<file path="config.mk">
export PLATFORM = sky130hd
export DESIGN_NAME = packet_strobing_controller
export DESIGN_NICKNAME = d
export VERILOG_FILES = /design/src/rtl/psc_pkg.sv /design/src/rtl/psc_core.sv /design/src/rtl/psc_outbuf.sv /design/src/rtl/packet_strobing_controller.sv
export VERILOG_INCLUDE_DIRS = /design/src /design/src/rtl
export SDC_FILE = /design/constraint.sdc
export NUM_CORES = 1
export LEC_CHECK = 0
export BUFFER_PORTS_ARGS = -buffer_cell sky130_fd_sc_hd__buf_4
export CELL_PAD_IN_SITES_DETAIL_PLACEMENT = 0
export CELL_PAD_IN_SITES_GLOBAL_PLACEMENT = 1
export CORE_MARGIN = 4
export CORE_UTILIZATION = 45
export DETAILED_ROUTE_END_ITERATION = 12
export MAX_ROUTING_LAYER = met4
export PLACE_DENSITY = 0.84
export SYNTH_ARGS = -nofsm -noshare
export SYNTH_HDL_FRONTEND = slang
export SYNTH_SLANG_ARGS = --single-unit
export TNS_END_PERCENT = 5
</file>
<file path="constraint.sdc">
create_clock -name clk -period 14.4 [get_ports clk]
set_clock_uncertainty 0.15 [all_clocks]
set_input_delay 0 -clock clk [delete_from_list [all_inputs] [get_ports clk]]
set_output_delay 0 -clock clk [all_outputs]
set_load 0.1 [all_outputs]
</file>
<file path="src/rtl/packet_strobing_controller_assert.svh">
// Assertion macros for the packet strobing controller.
`ifndef PACKET_STROBING_CONTROLLER_ASSERT_SVH
`define PACKET_STROBING_CONTROLLER_ASSERT_SVH

// Same-cycle implication, sampled on clk, off during reset.
`define PSC_ASSERT_IMP(lbl, ant, con) \
    lbl: assert property (@(posedge clk) disable iff (!rst_n) (ant) |-> (con)) \
        else $error("psc check failed");

// Next-cycle implication, sampled on clk, off during reset.
`define PSC_ASSERT_NXT(lbl, ant, con) \
    lbl: assert property (@(posedge clk) disable iff (!rst_n) (ant) |=> (con)) \
        else $error("psc check failed");

`endif

</file>
<file path="src/rtl/psc_pkg.sv">
// Shared types, codes and helper functions for the packet strobing controller.
`default_nettype none

package psc_pkg;

    // Protocol limits
    localparam int MAX_PAYLOAD    = 124;
    localparam int FRAME_OVERHEAD = 3;
    localparam int MAX_FRAME      = MAX_PAYLOAD + FRAME_OVERHEAD;
    localparam int CRC_OK_BIT     = 7;

    // Receive window: (len * WIN_SCALE + WIN_BASE) * WIN_TICKS
    localparam int WIN_SCALE = 35;
    localparam int WIN_BASE  = 200;
    localparam int WIN_TICKS = 4;

    // Event codes
    localparam logic [2:0] REQ_START = 3'd0;
    localparam logic [2:0] REQ_STOP  = 3'd1;
    localparam logic [2:0] REQ_RISE  = 3'd2;
    localparam logic [2:0] REQ_FALL  = 3'd3;
    localparam logic [2:0] REQ_BYTE  = 3'd4;
    localparam logic [2:0] REQ_TICK  = 3'd5;

    // Radio command codes
    localparam logic [2:0] CMD_NONE     = 3'd0;
    localparam logic [2:0] CMD_LISTEN   = 3'd1;
    localparam logic [2:0] CMD_TX       = 3'd2;
    localparam logic [2:0] CMD_OFF      = 3'd3;
    localparam logic [2:0] CMD_RELISTEN = 3'd4;

    // Reported protocol state codes
    localparam logic [2:0] PST_OFF      = 3'd0;
    localparam logic [2:0] PST_WAIT     = 3'd1;
    localparam logic [2:0] PST_RX       = 3'd2;
    localparam logic [2:0] PST_READY    = 3'd3;
    localparam logic [2:0] PST_TX       = 3'd4;
    localparam logic [2:0] PST_SENT     = 3'd5;
    localparam logic [2:0] PST_ABORT    = 3'd6;

    // Configuration register indexes
    localparam logic [1:0] CFG_INITIATOR = 2'd0;
    localparam logic [1:0] CFG_PAYLOAD   = 2'd1;
    localparam logic [1:0] CFG_TX_LIMIT  = 2'd2;
    localparam logic [1:0] CFG_HEADER    = 2'd3;

    // Error counter slots
    localparam int ERR_LEN = 0;
    localparam int ERR_HDR = 1;
    localparam int ERR_CRC = 2;
    localparam int ERR_TMO = 3;
    localparam int ERR_NUM = 4;

    // Internal protocol state, one-hot
    typedef enum logic [5:0] {
        ST_OFF   = 6'b000001,
        ST_WAIT  = 6'b000010,
        ST_RX    = 6'b000100,
        ST_READY = 6'b001000,
        ST_TX    = 6'b010000,
        ST_ABORT = 6'b100000
    } state_t;

    typedef struct packed {
        logic       initiator_mode;
        logic [6:0] body_bytes;
        logic [7:0] transmit_limit;
        logic [7:0] header_byte;
    } cfg_t;

    typedef struct packed {
        logic [2:0]  req_type;
        logic [15:0] time_now;
        logic [7:0]  rx_data;
    } req_item_t;

    typedef struct packed {
        logic [2:0]  radio_cmd;
        logic [2:0]  proto_state;
        logic [7:0]  good_rx_count;
        logic [7:0]  rx_attempt_count;
        logic [7:0]  tx_done_count;
        logic [15:0] length_error_count;
        logic [15:0] header_error_count;
        logic [15:0] crc_error_count;
        logic [15:0] timeout_count;
        logic [6:0]  known_frame_length;
    } rsp_item_t;

    // Output buffer occupancy
    typedef struct packed {
        logic main_valid;
        logic skid_valid;
    } buf_status_t;

    // Receive window in ticks for a frame length, modulo 2^16
    function automatic logic [15:0] rx_window(input logic [6:0] len);
        return 16'((32'(len) * WIN_SCALE + WIN_BASE) * WIN_TICKS);
    endfunction

    // Report code of the internal state
    function automatic logic [2:0] state_code(input state_t st);
        logic [2:0] code;
        case (st)
            ST_OFF:   code = PST_OFF;
            ST_WAIT:  code = PST_WAIT;
            ST_RX:    code = PST_RX;
            ST_READY: code = PST_READY;
            ST_TX:    code = PST_TX;
            ST_ABORT: code = PST_ABORT;
            default:  code = PST_OFF;
        endcase
        return code;
    endfunction

endpackage

`default_nettype wire

</file>
<file path="src/rtl/psc_core.sv">
// Protocol state machine, frame checks and statistics counters.
`default_nettype none

module psc_core
    import psc_pkg::*;
(
    input  wire logic      clk,
    input  wire logic      rst_n,
    input  wire cfg_t      cfg,
    input  wire req_item_t item,
    input  wire logic      fire,
    output rsp_item_t      result
);

    state_t      state_reg, state_next;
    logic [6:0]  fixed_len_reg, fixed_len_next;
    logic [6:0]  cur_len_reg, cur_len_next;
    logic [7:0]  bytes_seen_reg, bytes_seen_next;
    logic [15:0] deadline_reg, deadline_next;
    logic        armed_reg, armed_next;
    logic [7:0]  last_byte_reg, last_byte_next;
    logic [7:0]  rx_good_reg, rx_good_next;
    logic [7:0]  rx_tries_reg, rx_tries_next;
    logic [7:0]  tx_done_reg, tx_done_next;
    logic [15:0] err_reg [ERR_NUM];
    logic [15:0] err_next [ERR_NUM];
    logic [ERR_NUM-1:0] err_inc;
    logic [2:0]  cmd;

    // Next state for one event
    always_comb
    begin
        logic [6:0]  pl;
        logic [7:0]  tx_cnt;
        logic [15:0] since;
        state_next      = state_reg;
        fixed_len_next  = fixed_len_reg;
        cur_len_next    = cur_len_reg;
        bytes_seen_next = bytes_seen_reg;
        deadline_next   = deadline_reg;
        armed_next      = armed_reg;
        last_byte_next  = last_byte_reg;
        rx_good_next    = rx_good_reg;
        rx_tries_next   = rx_tries_reg;
        tx_done_next    = tx_done_reg;
        err_inc         = '0;
        cmd             = CMD_NONE;
        pl = (cfg.body_bytes > 7'(MAX_PAYLOAD)) ? 7'(MAX_PAYLOAD) : cfg.body_bytes;
        tx_cnt = tx_done_reg + 8'd1;
        since  = item.time_now - deadline_reg;

        case (item.req_type)
            REQ_START:
            begin
                rx_good_next = '0;
                tx_done_next = '0;
                if (pl != '0)
                begin
                    cur_len_next   = pl + 7'(FRAME_OVERHEAD);
                    fixed_len_next = pl + 7'(FRAME_OVERHEAD);
                end
                else
                begin
                    fixed_len_next = '0;
                end
                if (cfg.initiator_mode && pl != '0)
                begin
                    state_next = ST_READY;
                    cmd        = CMD_TX;
                end
                else
                begin
                    state_next = ST_WAIT;
                    cmd        = CMD_LISTEN;
                end
            end
            REQ_STOP:
            begin
                state_next = ST_OFF;
                cmd        = CMD_OFF;
            end
            REQ_RISE:
            begin
                case (state_reg)
                    ST_WAIT:
                    begin
                        rx_tries_next   = rx_tries_reg + 8'd1;
                        state_next      = ST_RX;
                        bytes_seen_next = '0;
                        last_byte_next  = '0;
                        if (fixed_len_reg != '0)
                        begin
                            deadline_next = item.time_now + rx_window(cur_len_reg);
                            armed_next    = 1'b1;
                        end
                        else
                        begin
                            // length unknown: hold capture time until length byte
                            deadline_next = item.time_now;
                            armed_next    = 1'b0;
                        end
                    end
                    ST_READY: state_next = ST_TX;
                    ST_ABORT: state_next = ST_WAIT;
                    ST_OFF:   state_next = ST_OFF;
                    default:
                    begin
                        state_next = ST_WAIT;
                        cmd        = CMD_RELISTEN;
                    end
                endcase
            end
            REQ_FALL:
            begin
                case (state_reg)
                    ST_RX:
                    begin
                        if (last_byte_reg[CRC_OK_BIT])
                        begin
                            if (rx_good_reg != 8'hFF)
                                rx_good_next = rx_good_reg + 8'd1;
                            if (fixed_len_reg == '0 && bytes_seen_reg != '0)
                                fixed_len_next = cur_len_reg;
                            state_next = ST_WAIT;
                            cmd        = CMD_RELISTEN;
                        end
                        else
                        begin
                            err_inc[ERR_CRC] = 1'b1;
                        end
                    end
                    ST_TX:
                    begin
                        tx_done_next = tx_cnt;
                        if (tx_cnt == cfg.transmit_limit)
                        begin
                            state_next = ST_OFF;
                            cmd        = CMD_OFF;
                        end
                        else
                        begin
                            state_next = ST_READY;
                            cmd        = CMD_TX;
                        end
                    end
                    ST_ABORT: state_next = ST_WAIT;
                    ST_OFF:   state_next = ST_OFF;
                    default:
                    begin
                        state_next = ST_WAIT;
                        cmd        = CMD_RELISTEN;
                    end
                endcase
            end
            REQ_BYTE:
            begin
                if (state_reg == ST_RX)
                begin
                    last_byte_next = item.rx_data;
                    if (bytes_seen_reg == '0)
                    begin
                        // length byte check
                        if ((fixed_len_reg != '0 && item.rx_data != {1'b0, cur_len_reg})
                            || item.rx_data < 8'(FRAME_OVERHEAD)
                            || item.rx_data > 8'(MAX_FRAME))
                        begin
                            state_next       = ST_ABORT;
                            err_inc[ERR_LEN] = 1'b1;
                            cmd              = CMD_RELISTEN;
                        end
                        else
                        begin
                            bytes_seen_next = 8'd1;
                            if (fixed_len_reg == '0)
                            begin
                                cur_len_next  = item.rx_data[6:0];
                                deadline_next = deadline_reg + rx_window(item.rx_data[6:0]);
                                armed_next    = 1'b1;
                            end
                        end
                    end
                    else if (bytes_seen_reg == 8'd1)
                    begin
                        // header byte check
                        if (item.rx_data != cfg.header_byte)
                        begin
                            state_next       = ST_ABORT;
                            err_inc[ERR_HDR] = 1'b1;
                            cmd              = CMD_RELISTEN;
                        end
                        else
                        begin
                            bytes_seen_next = 8'd2;
                        end
                    end
                    else if (bytes_seen_reg != 8'hFF)
                    begin
                        bytes_seen_next = bytes_seen_reg + 8'd1;
                    end
                end
            end
            REQ_TICK:
            begin
                // deadline reached when now - deadline is non-negative mod 2^16
                if (armed_reg && !since[15])
                begin
                    if (state_reg == ST_ABORT)
                    begin
                        state_next = ST_WAIT;
                    end
                    else
                    begin
                        if (state_reg == ST_RX)
                        begin
                            state_next       = ST_ABORT;
                            err_inc[ERR_TMO] = 1'b1;
                            cmd              = CMD_RELISTEN;
                        end
                        armed_next = 1'b0;
                    end
                end
            end
            default:
            begin
                cmd = CMD_NONE;
            end
        endcase

        // saturating error counters
        for (int k = 0; k < ERR_NUM; k++)
        begin
            err_next[k] = (err_inc[k] && err_reg[k] != 16'hFFFF) ? err_reg[k] + 16'd1
                                                                   : err_reg[k];
        end
    end

    // Result reflects the state after the event
    always_comb
    begin
        result.radio_cmd          = cmd;
        result.proto_state        = state_code(state_next);
        result.good_rx_count      = rx_good_next;
        result.rx_attempt_count   = rx_tries_next;
        result.tx_done_count      = tx_done_next;
        result.length_error_count = err_next[ERR_LEN];
        result.header_error_count = err_next[ERR_HDR];
        result.crc_error_count    = err_next[ERR_CRC];
        result.timeout_count      = err_next[ERR_TMO];
        result.known_frame_length = fixed_len_next;
    end

    // State update on each transfer into the result stage
    always_ff @(posedge clk or negedge rst_n)
    begin
        if (!rst_n)
        begin
            state_reg      <= ST_OFF;
            fixed_len_reg  <= '0;
            cur_len_reg    <= '0;
            bytes_seen_reg <= '0;
            deadline_reg   <= '0;
            armed_reg      <= 1'b0;
            last_byte_reg  <= '0;
            rx_good_reg    <= '0;
            rx_tries_reg   <= '0;
            tx_done_reg    <= '0;
            for (int k = 0; k < ERR_NUM; k++)
                err_reg[k] <= '0;
        end
        else if (fire)
        begin
            state_reg      <= state_next;
            fixed_len_reg  <= fixed_len_next;
            cur_len_reg    <= cur_len_next;
            bytes_seen_reg <= bytes_seen_next;
            deadline_reg   <= deadline_next;
            armed_reg      <= armed_next;
            last_byte_reg  <= last_byte_next;
            rx_good_reg    <= rx_good_next;
            rx_tries_reg   <= rx_tries_next;
            tx_done_reg    <= tx_done_next;
            for (int k = 0; k < ERR_NUM; k++)
                err_reg[k] <= err_next[k];
        end
    end

endmodule

`default_nettype wire

</file>
<file path="src/rtl/psc_outbuf.sv">
// Result register with a skid entry so results can wait without blocking input.
`default_nettype none

module psc_outbuf
    import psc_pkg::*;
(
    input  wire logic      clk,
    input  wire logic      rst_n,
    input  wire logic      push,
    input  wire rsp_item_t push_data,
    output logic           rsp_valid,
    input  wire logic      rsp_stall,
    output rsp_item_t      rsp,
    output buf_status_t    status
);

    logic      main_valid_reg, main_valid_next;
    logic      skid_valid_reg, skid_valid_next;
    rsp_item_t main_reg, main_next;
    rsp_item_t skid_reg, skid_next;
    logic      main_free;

    // Main entry is free when empty or transferring out this cycle
    assign main_free = !main_valid_reg || !rsp_stall;

    always_comb
    begin
        main_valid_next = main_valid_reg;
        skid_valid_next = skid_valid_reg;
        main_next       = main_reg;
        skid_next       = skid_reg;
        if (main_free)
        begin
            if (skid_valid_reg)
            begin
                main_next       = skid_reg;
                main_valid_next = 1'b1;
                skid_next       = push_data;
                skid_valid_next = push;
            end
            else
            begin
                main_next       = push_data;
                main_valid_next = push;
            end
        end
        else if (push)
        begin
            skid_next       = push_data;
            skid_valid_next = 1'b1;
        end
    end

    always_ff @(posedge clk or negedge rst_n)
    begin
        if (!rst_n)
        begin
            main_valid_reg <= 1'b0;
            skid_valid_reg <= 1'b0;
        end
        else
        begin
            main_valid_reg <= main_valid_next;
            skid_valid_reg <= skid_valid_next;
        end
    end

    // Payload needs no reset
    always_ff @(posedge clk)
    begin
        main_reg <= main_next;
        skid_reg <= skid_next;
    end

    assign rsp_valid         = main_valid_reg;
    assign rsp               = main_reg;
    assign status.main_valid = main_valid_reg;
    assign status.skid_valid = skid_valid_reg;

endmodule

`default_nettype wire

</file>
<file path="src/rtl/packet_strobing_controller.sv">
// Packet strobing controller top level: input register, protocol core, result buffer.
// Pipeline: two register stages, the input register and then the result buffer.
// Throughput: one event per cycle while req_stall is low; the output skid entry
// lets one result wait while the next event is taken. Configuration writes are
// always ready: cfg_ready is tied high.
// Reset (rst_n, asynchronous, active low): protocol off, counters zero, defaults loaded.
`default_nettype none
`include "packet_strobing_controller_assert.svh"

module packet_strobing_controller
    import psc_pkg::*;
(
    input  wire logic       clk,
    input  wire logic       rst_n,
    input  wire logic       req_valid,
    output logic            req_stall,
    input  wire req_item_t  req,
    output logic            rsp_valid,
    input  wire logic       rsp_stall,
    output rsp_item_t       rsp,
    input  wire logic       cfg_valid,
    output logic            cfg_ready,
    input  wire logic [1:0] cfg_index,
    input  wire logic [7:0] cfg_data
);

    cfg_t        cfg_reg;
    logic        s1_valid_reg;
    req_item_t   s1_item_reg;
    logic        s1_fire;
    rsp_item_t   core_result;
    buf_status_t buf_status;

    // Configuration registers
    assign cfg_ready = 1'b1;

    always_ff @(posedge clk or negedge rst_n)
    begin
        if (!rst_n)
        begin
            cfg_reg.initiator_mode <= 1'b0;
            cfg_reg.body_bytes     <= '0;
            cfg_reg.transmit_limit <= 8'd1;
            cfg_reg.header_byte    <= '0;
        end
        else if (cfg_valid && cfg_ready)
        begin
            case (cfg_index)
                CFG_INITIATOR: cfg_reg.initiator_mode <= cfg_data[0];
                CFG_PAYLOAD:   cfg_reg.body_bytes     <= cfg_data[6:0];
                CFG_TX_LIMIT:  cfg_reg.transmit_limit <= cfg_data;
                CFG_HEADER:    cfg_reg.header_byte    <= cfg_data;
                default:       cfg_reg <= cfg_reg;
            endcase
        end
    end

    // Input register: moves on whenever the result buffer has room
    assign s1_fire   = s1_valid_reg && !buf_status.skid_valid;
    assign req_stall = s1_valid_reg && buf_status.skid_valid;

    always_ff @(posedge clk or negedge rst_n)
    begin
        if (!rst_n)
            s1_valid_reg <= 1'b0;
        else if (!req_stall)
            s1_valid_reg <= req_valid;
    end

    always_ff @(posedge clk)
    begin
        if (req_valid && !req_stall)
            s1_item_reg <= req;
    end

    psc_core u_core (
        .clk    (clk),
        .rst_n  (rst_n),
        .cfg    (cfg_reg),
        .item   (s1_item_reg),
        .fire   (s1_fire),
        .result (core_result)
    );

    psc_outbuf u_outbuf (
        .clk       (clk),
        .rst_n     (rst_n),
        .push      (s1_fire),
        .push_data (core_result),
        .rsp_valid (rsp_valid),
        .rsp_stall (rsp_stall),
        .rsp       (rsp),
        .status    (buf_status)
    );

    // Checks
    `PSC_ASSERT_IMP(a_skid_needs_main, buf_status.skid_valid, buf_status.main_valid)
    `PSC_ASSERT_IMP(a_no_sent_state, rsp_valid, rsp.proto_state != PST_SENT)
    `PSC_ASSERT_IMP(a_frame_len_range, rsp_valid,
        rsp.known_frame_length == 7'd0 || rsp.known_frame_length >= 7'(FRAME_OVERHEAD))
    `PSC_ASSERT_IMP(a_tx_cmd_ready, rsp_valid && rsp.radio_cmd == CMD_TX,
        rsp.proto_state == PST_READY)
    `PSC_ASSERT_NXT(a_fire_fills, s1_fire, rsp_valid)

endmodule

`default_nettype wire
</file>
# Yosys cells after proc, flatten, opt, wreduce, memory -nomap -nowiden

Cells that the tools add are included.

Divide/modulo/power cells: 0
Mux-type cells: 101
Bitwise logic cells: 0
$mul: 2
Eq/ne operators: 41
Reduce and logical (&&, ||, !) cells: 42
Shift operators: 0
Magnitude comparators: 3
Add/subtract/negate cells: 14

Operator list:

| operator              | count |
|---|---|
| $mux 101              | 4 |
| $mux 16               | 10 |
| $mux 8                | 14 |
| $mux 7                | 10 |
| $add 16x1->16 const B | 4 |
| $ne 16x16->1 const B  | 4 |
| $pmux 8 s2            | 4 |
| $mux 6                | 9 |
| $pmux 6 s6            | 1 |
| $add 16x16->16        | 2 |
| $add 8x1->8 const B   | 4 |
| $pmux 16 s2           | 1 |
| $mux 3                | 10 |
| $add 13x8->14 const B | 2 |
| $pmux 7 s2            | 2 |
| $mul 7x6->13 const B  | 2 |
| $mux 1                | 25 |
| $reduce_and 7->1      | 3 |
| $pmux 3 s6            | 1 |
| $pmux 6 s3            | 1 |
| $ne 8x8->1 const B    | 2 |
| $sub 16x16->16        | 1 |
| $pmux 3 s5            | 1 |
| $pmux 5 s3            | 1 |
| 44 further kinds      | 85 |

Memories kept: 0
Output and inout bits: 104
Logic and storage cells: 247
RAM bits: 0
Latch bits: 0
Register bits: 397
Bits of input ports: 42
Memory bits (read-only): 0

# Depth between registers and ports, before layout

Word-level depth: 12
Mapped depth: 25
Mapped depth without buffers: 25

# Cells and area by module

From an unflattened synthesis, not the netlist that was laid out.

Cells, all modules: 1757
Area, all modules: 20987.6 µm²

By module, submodules not included:

| module                     | sequential area each (µm²) | instances | cells each | area each (µm²) |
|---|---|---|---|---|
| psc_core                   | 3354.5                     | 1         | 1346       | 11527.3 |
| psc_outbuf                 | 6115.9                     | 1         | 325        | 7676.1 |
| packet_strobing_controller | 1437.6                     | 1         | 86         | 1784.2 |

# Least setup slack after synthesis

Ideal clock, no wire load.

Kind: flip-flop to flip-flop
Start: reg u_outbuf.main_valid_reg, in the netlist u_outbuf.rsp_valid
End: reg u_outbuf.skid_reg[0] (netlist bit), enable pin
Setup slack: 2755 ps
Data arrival time: 10796 ps
Cell stages (with the launch flop): 3
Buffers on the path: 0
Data required time: 13551 ps
Library setup time: 699 ps
Clock period less this slack: 11645 ps
Cells stage by stage: dfrtp_1 nand2_1 o21ai_0

Longest elaborated chain between the ends: 4
Elaborated cells between the ends (all ways): 5
Classes of those cells: eq/ne (1); reduce/logical (4)

Ends and longest elaborated chain:

| element                                                          | RTL line         | RTL |
|---|---|---|
| start: declaration                                               | psc_outbuf.sv:17 | `logic main_valid_reg, main_valid_next;` |
| start signal: assignment                                         | psc_outbuf.sv:63 | `main_valid_reg <= main_valid_next;` |
| $logic_not 1->1 (*)                                              | psc_outbuf.sv:24 | `assign main_free = !main_valid_reg \|\| !rsp_stall;` |
| $logic_or 1x1->1 (*)                                             | psc_outbuf.sv:24 |  |
| $ne 2x1->1 (no line) / $reduce_bool 2->1 (equally long branches) | n/a              |  |
| $reduce_and 2->1 (no line) (*)                                   | n/a              |  |
| end signal: assignment                                           | psc_outbuf.sv:72 | `skid_reg <= skid_next;` |
| end: declaration                                                 | psc_outbuf.sv:20 | `rsp_item_t skid_reg, skid_next;` |

Mark *: on every way between the ends. The rest lies on a longest branch, timed or not.
A chain may end at the register's enable or synchronous reset.

# Worst setup path in the final report

Start: reg u_core.cur_len_reg[1]
End: reg u_core.deadline_reg[15]

Longest elaborated chain between the ends: 6
Elaborated cells between the ends (all ways): 12
Classes of those cells: add/sub (2); mul (1); eq/ne (2); mux (3); reduce/logical (4)

Ends and longest elaborated chain:

| element                                                   | RTL line                        | RTL |
|---|---|---|
| start: declaration                                        | psc_core.sv:17                  | `logic [6:0] cur_len_reg, cur_len_next;` |
| start signal: assignment                                  | psc_core.sv:274                 | `cur_len_reg <= cur_len_next;` |
| $mul 7x6->13 / $ne 8x7->1 (equally long branches)         | psc_pkg.sv:98, psc_core.sv:163  |  |
| $add 13x8->14 / $logic_and 1x1->1 (equally long branches) | psc_pkg.sv:98, psc_core.sv:163  |  |
| $add 16x16->16 / $logic_or 1x1->1 (equally long branches) | psc_core.sv:93, psc_core.sv:164 |  |
| $mux 16 / $logic_or 1x1->1 (equally long branches)        | psc_core.sv:91, psc_core.sv:165 |  |
| $mux 16 / $ne 2x2->1 (equally long branches)              | n/a                             |  |
| $pmux 16 s2 / $reduce_and 7->1 (equally long branches)    | n/a                             |  |
| end signal: assignment                                    | psc_core.sv:276                 | `deadline_reg <= deadline_next;` |
| end: declaration                                          | psc_core.sv:19                  | `logic [15:0] deadline_reg, deadline_next;` |

Parallel ways exist; a longest one is shown, timed or not. The select of a mux whose other input is x is not followed.

==> metrics.txt <==
Avg WL per Cell=roughly 17 um; most used flip-flop cell after synthesis=edfxtp_1; most frequent cells after synthesis=edfxtp_1, nand2_1, dfrtp_1; Crit. End Element=register; Clock Sinks=390; grt total ovfl=0; vias in the first global route=approximately 14,000; worst stage delay on the critical path=0.53 ns; Final ANT Viol Nets=0; clock insertion delay at the later pin of the skew report=roughly 0.58 ns; DR vias=approximately 14,000; leakage power total=about 11 nW; drt drc=0; post-layout util=0.542; FP Rows=between 70 and 80; CTS tree=built; largest net degree at the start of global routing=71; Syn Area/Cell=between 10 and 15 um^2; first-pass GRT wire length=roughly 74 mm; hpwl dp=roughly 32 mm; Post-Syn Instances=1,796; top post-synthesis cells by area=edfxtp_1, dfrtp_1, mux2_2; core footprint=45,300 um^2; CTS resizes=0; unrepaired setup endpoints after global routing=false; Most common cell on crit path=a21oi_1; CP max FO=7; I/O pins=146; Layout Nets=between 2,000 and 2,500; Worst R2R Setup Slack=9.43 ns; Die Wd=roughly 220 um; Reg2Reg Capture Point=u_core.deadline_reg[15]$_DFFE_PN0P_; clk buf depth=3; CTS Buf Count=41; drt total wl=around 45 mm; share of cells above drive strength 1=0.186; async set-reset flop share out of synthesis=0.413; Initial Util=0.454; vias per std cell=5.31; clk slew on worst S/H paths=around 0.060 ns; Die Y=between 200 and 250 um; Yosys top cell area share=0.334; CP Data Required Time=~15 ns; Worst Setup EP=u_core.deadline_reg[15]$_DFFE_PN0P_; EDFF count, synth=229; critical path type=register to register; Syn. warnings=0; post-synthesis sequential area ratio=0.530; Slowest cell on crit path=fa_1; fill count=slightly below 4,000; Worst Reg-to-Reg Cells=19; cells along the critical path=inv_1 -> ha_1 -> inv_1 -> fa_1 -> inv_1 -> fa_1 -> ha_1 -> a21oi_1 -> o21bai_1 -> a21oi_1 -> xnor2_1 -> ha_1 -> or2_2 -> a21oi_1 -> a21oi_1 -> a211oi_1 -> nor2_1 -> xor2_1 -> a221o_1; period utilization=0.345; GRT Total Usage=0.188; Power Density=about 180 nW/um^2; total die area=slightly below 50,000 um^2; post-synth cell types=between 70 and 80; root buf cell=clkbuf_16; Least-Margin Pin Slew=1.01 ns; Hold Fails Final Rpt=0; Layout area overhead=19.2%; CP Buf/Inv Count=3; Setup-failing EPs final=0; number of max-cap violations=0; status=finished, final reports clean; crit path launch=u_core.cur_len_reg[1]$_DFFE_PN0P_; flops & latches, synth=390; n_diodes=0; dominant cell type by area after synthesis=edfxtp_1; router iterations before antenna repair=5; startpoint types=register; RR Startpoint=u_core.cur_len_reg[1]$_DFFE_PN0P_; Slew headroom=0.325; upper clock frequency limit=about 200 MHz; IO Port Bufs=144; Worst path top cell family by delay=adder cells; most common cell in the netlist=edfxtp_1; Slew Limit Fails=0; Worst Hold Class=primary input to register; post-route setup TNS=0 ns; CP arrival=about 5.3 ns; Synth Cell Area=about 20,000 um^2; Clock H-tree levels=2; Final Critical Period=about 5 ns; overall power=around 0.0045 W; worst vdd ir=approximately 180 uV; syn nets=approximately 2,000; drt first-iter violations=~900; initial antenna violation count=0; critical path depth=19; GPL Wtd Cong=between 0.8 and 0.9
layout by cell type (no fill, tap or decap), types with 4 or more instances in the layout:
cell           instances
nor2b_1               11
a221o_1                5
nand2_1              207
a211oi_1              20
buf_4                154
mux2i_1               11
o211ai_1               8
bufinv_16             10
clkbuf_16             41
a21oi_1               72
xnor2_1              133
nor4_1                 5
and2_1                10
edfxtp_1             229
or3_1                  5
and3_1                29
a31oi_1                8
nand2b_1               7
clkbuf_8               4
dfrtp_1              158
o21bai_1               7
nor3_1                25
nand3_1               74
ha_1                 110
fa_1                  12
a21o_1                14
xor2_1                64
o21ai_0               81
or2_2                  4
nand3b_1               4
clkbuf_1               8
dlygate4sd3_1         76
mux2_2               123
clkinv_2               5
nor2_1                88
o31ai_1               10
inv_1                 87
nand4_1               38
where the power goes:
part	switching [W]	total, W	internal, W
logic	0.00113	0.00187	0.000737
registers	0.000124	0.00147	0.00134
clock network	0.000451	0.00118	0.000730
total	0.00171	0.00452	0.00281
metrics by stage:
stage / hold WS [ns] / area [um^2] / instances / setup WS, ns
floorplan: -0.446 / 20600 / 1796 / 2.76
global placement: 0.0275 / 22200 / 2479 / 9.56
detailed placement: 0.0281 / 22200 / 2479 / 9.43
CTS: 0.0252 / 24500 / 2632 / 9.40
global route: 0.0708 / 24500 / 2632 / 9.14
finish: 0.0735 / 24500 / 2632 / 9.43
timing repair:
action,4_1_cts,5_1_grt
hold buffers,77,0
setup buffers,0,0
endpoints found under the hold margin,181,0
worst register-to-register path: cells and delay by family, from the launching register on:
kind | cells | cell delay [ns]
AOI/OAI and AO/OA | 7 | 1.30
xor gates and xnor gates | 2 | 0.31
adders and majority gates | 5 | 1.95
buffers and inverters | 3 | 0.22
DFF | 1 | 0.52
and+or+nand+nor | 2 | 0.38
layer usage:
metal / routed length (um) / vias to the layer above / global-route usage
li1: - / 6804 / -
met1: 20300 / 6825 / 0.248
met2: 22100 / 283 / 0.308
met3: 2030 / 65 / 0.0285
met4: 847 / 0 / 0.0484
met5: 0 / - / -
worst min path at each step:
stage	startpoint	cells after the start	end
final	req_valid	3	s1_valid_reg$_DFFE_PN0N_
after global routing	req_valid	3	s1_valid_reg$_DFFE_PN0N_
after CTS	req_valid	3	s1_valid_reg$_DFFE_PN0N_
after detailed placement	rst_n	1	cfg_reg[9]$_DFFE_PN0P_
after global placement	rst_n	1	cfg_reg[9]$_DFFE_PN0P_
after floorplan	rst_n	0	cfg_reg[0]$_DFFE_PN0P_
kinds of logic after synthesis:
family                     count (synthesis)  synth area share
AOI/OAI and AO/OA                        255            0.0769
DFF                                      390             0.530
and+or+nand+nor                          535             0.125
other                                      1          0.000182
buffers and inverters                    159            0.0300
xor gates and xnor gates                 199            0.0855
muxes                                    135            0.0732
adders and majority gates                122            0.0786
area by class of cell:
type                       instances  area, um^2  area share
clock buffer                      53        1110      0.0453
clock inverter                    23         394      0.0161
inverter                          87         327      0.0133
multi-input combinational       1247        9070       0.370
sequential                       390       10900       0.445
tap                              600         751      0.0306
timing repair buffer             232        1960      0.0797
No activity file was read; power rests on OpenSTA's default activity.
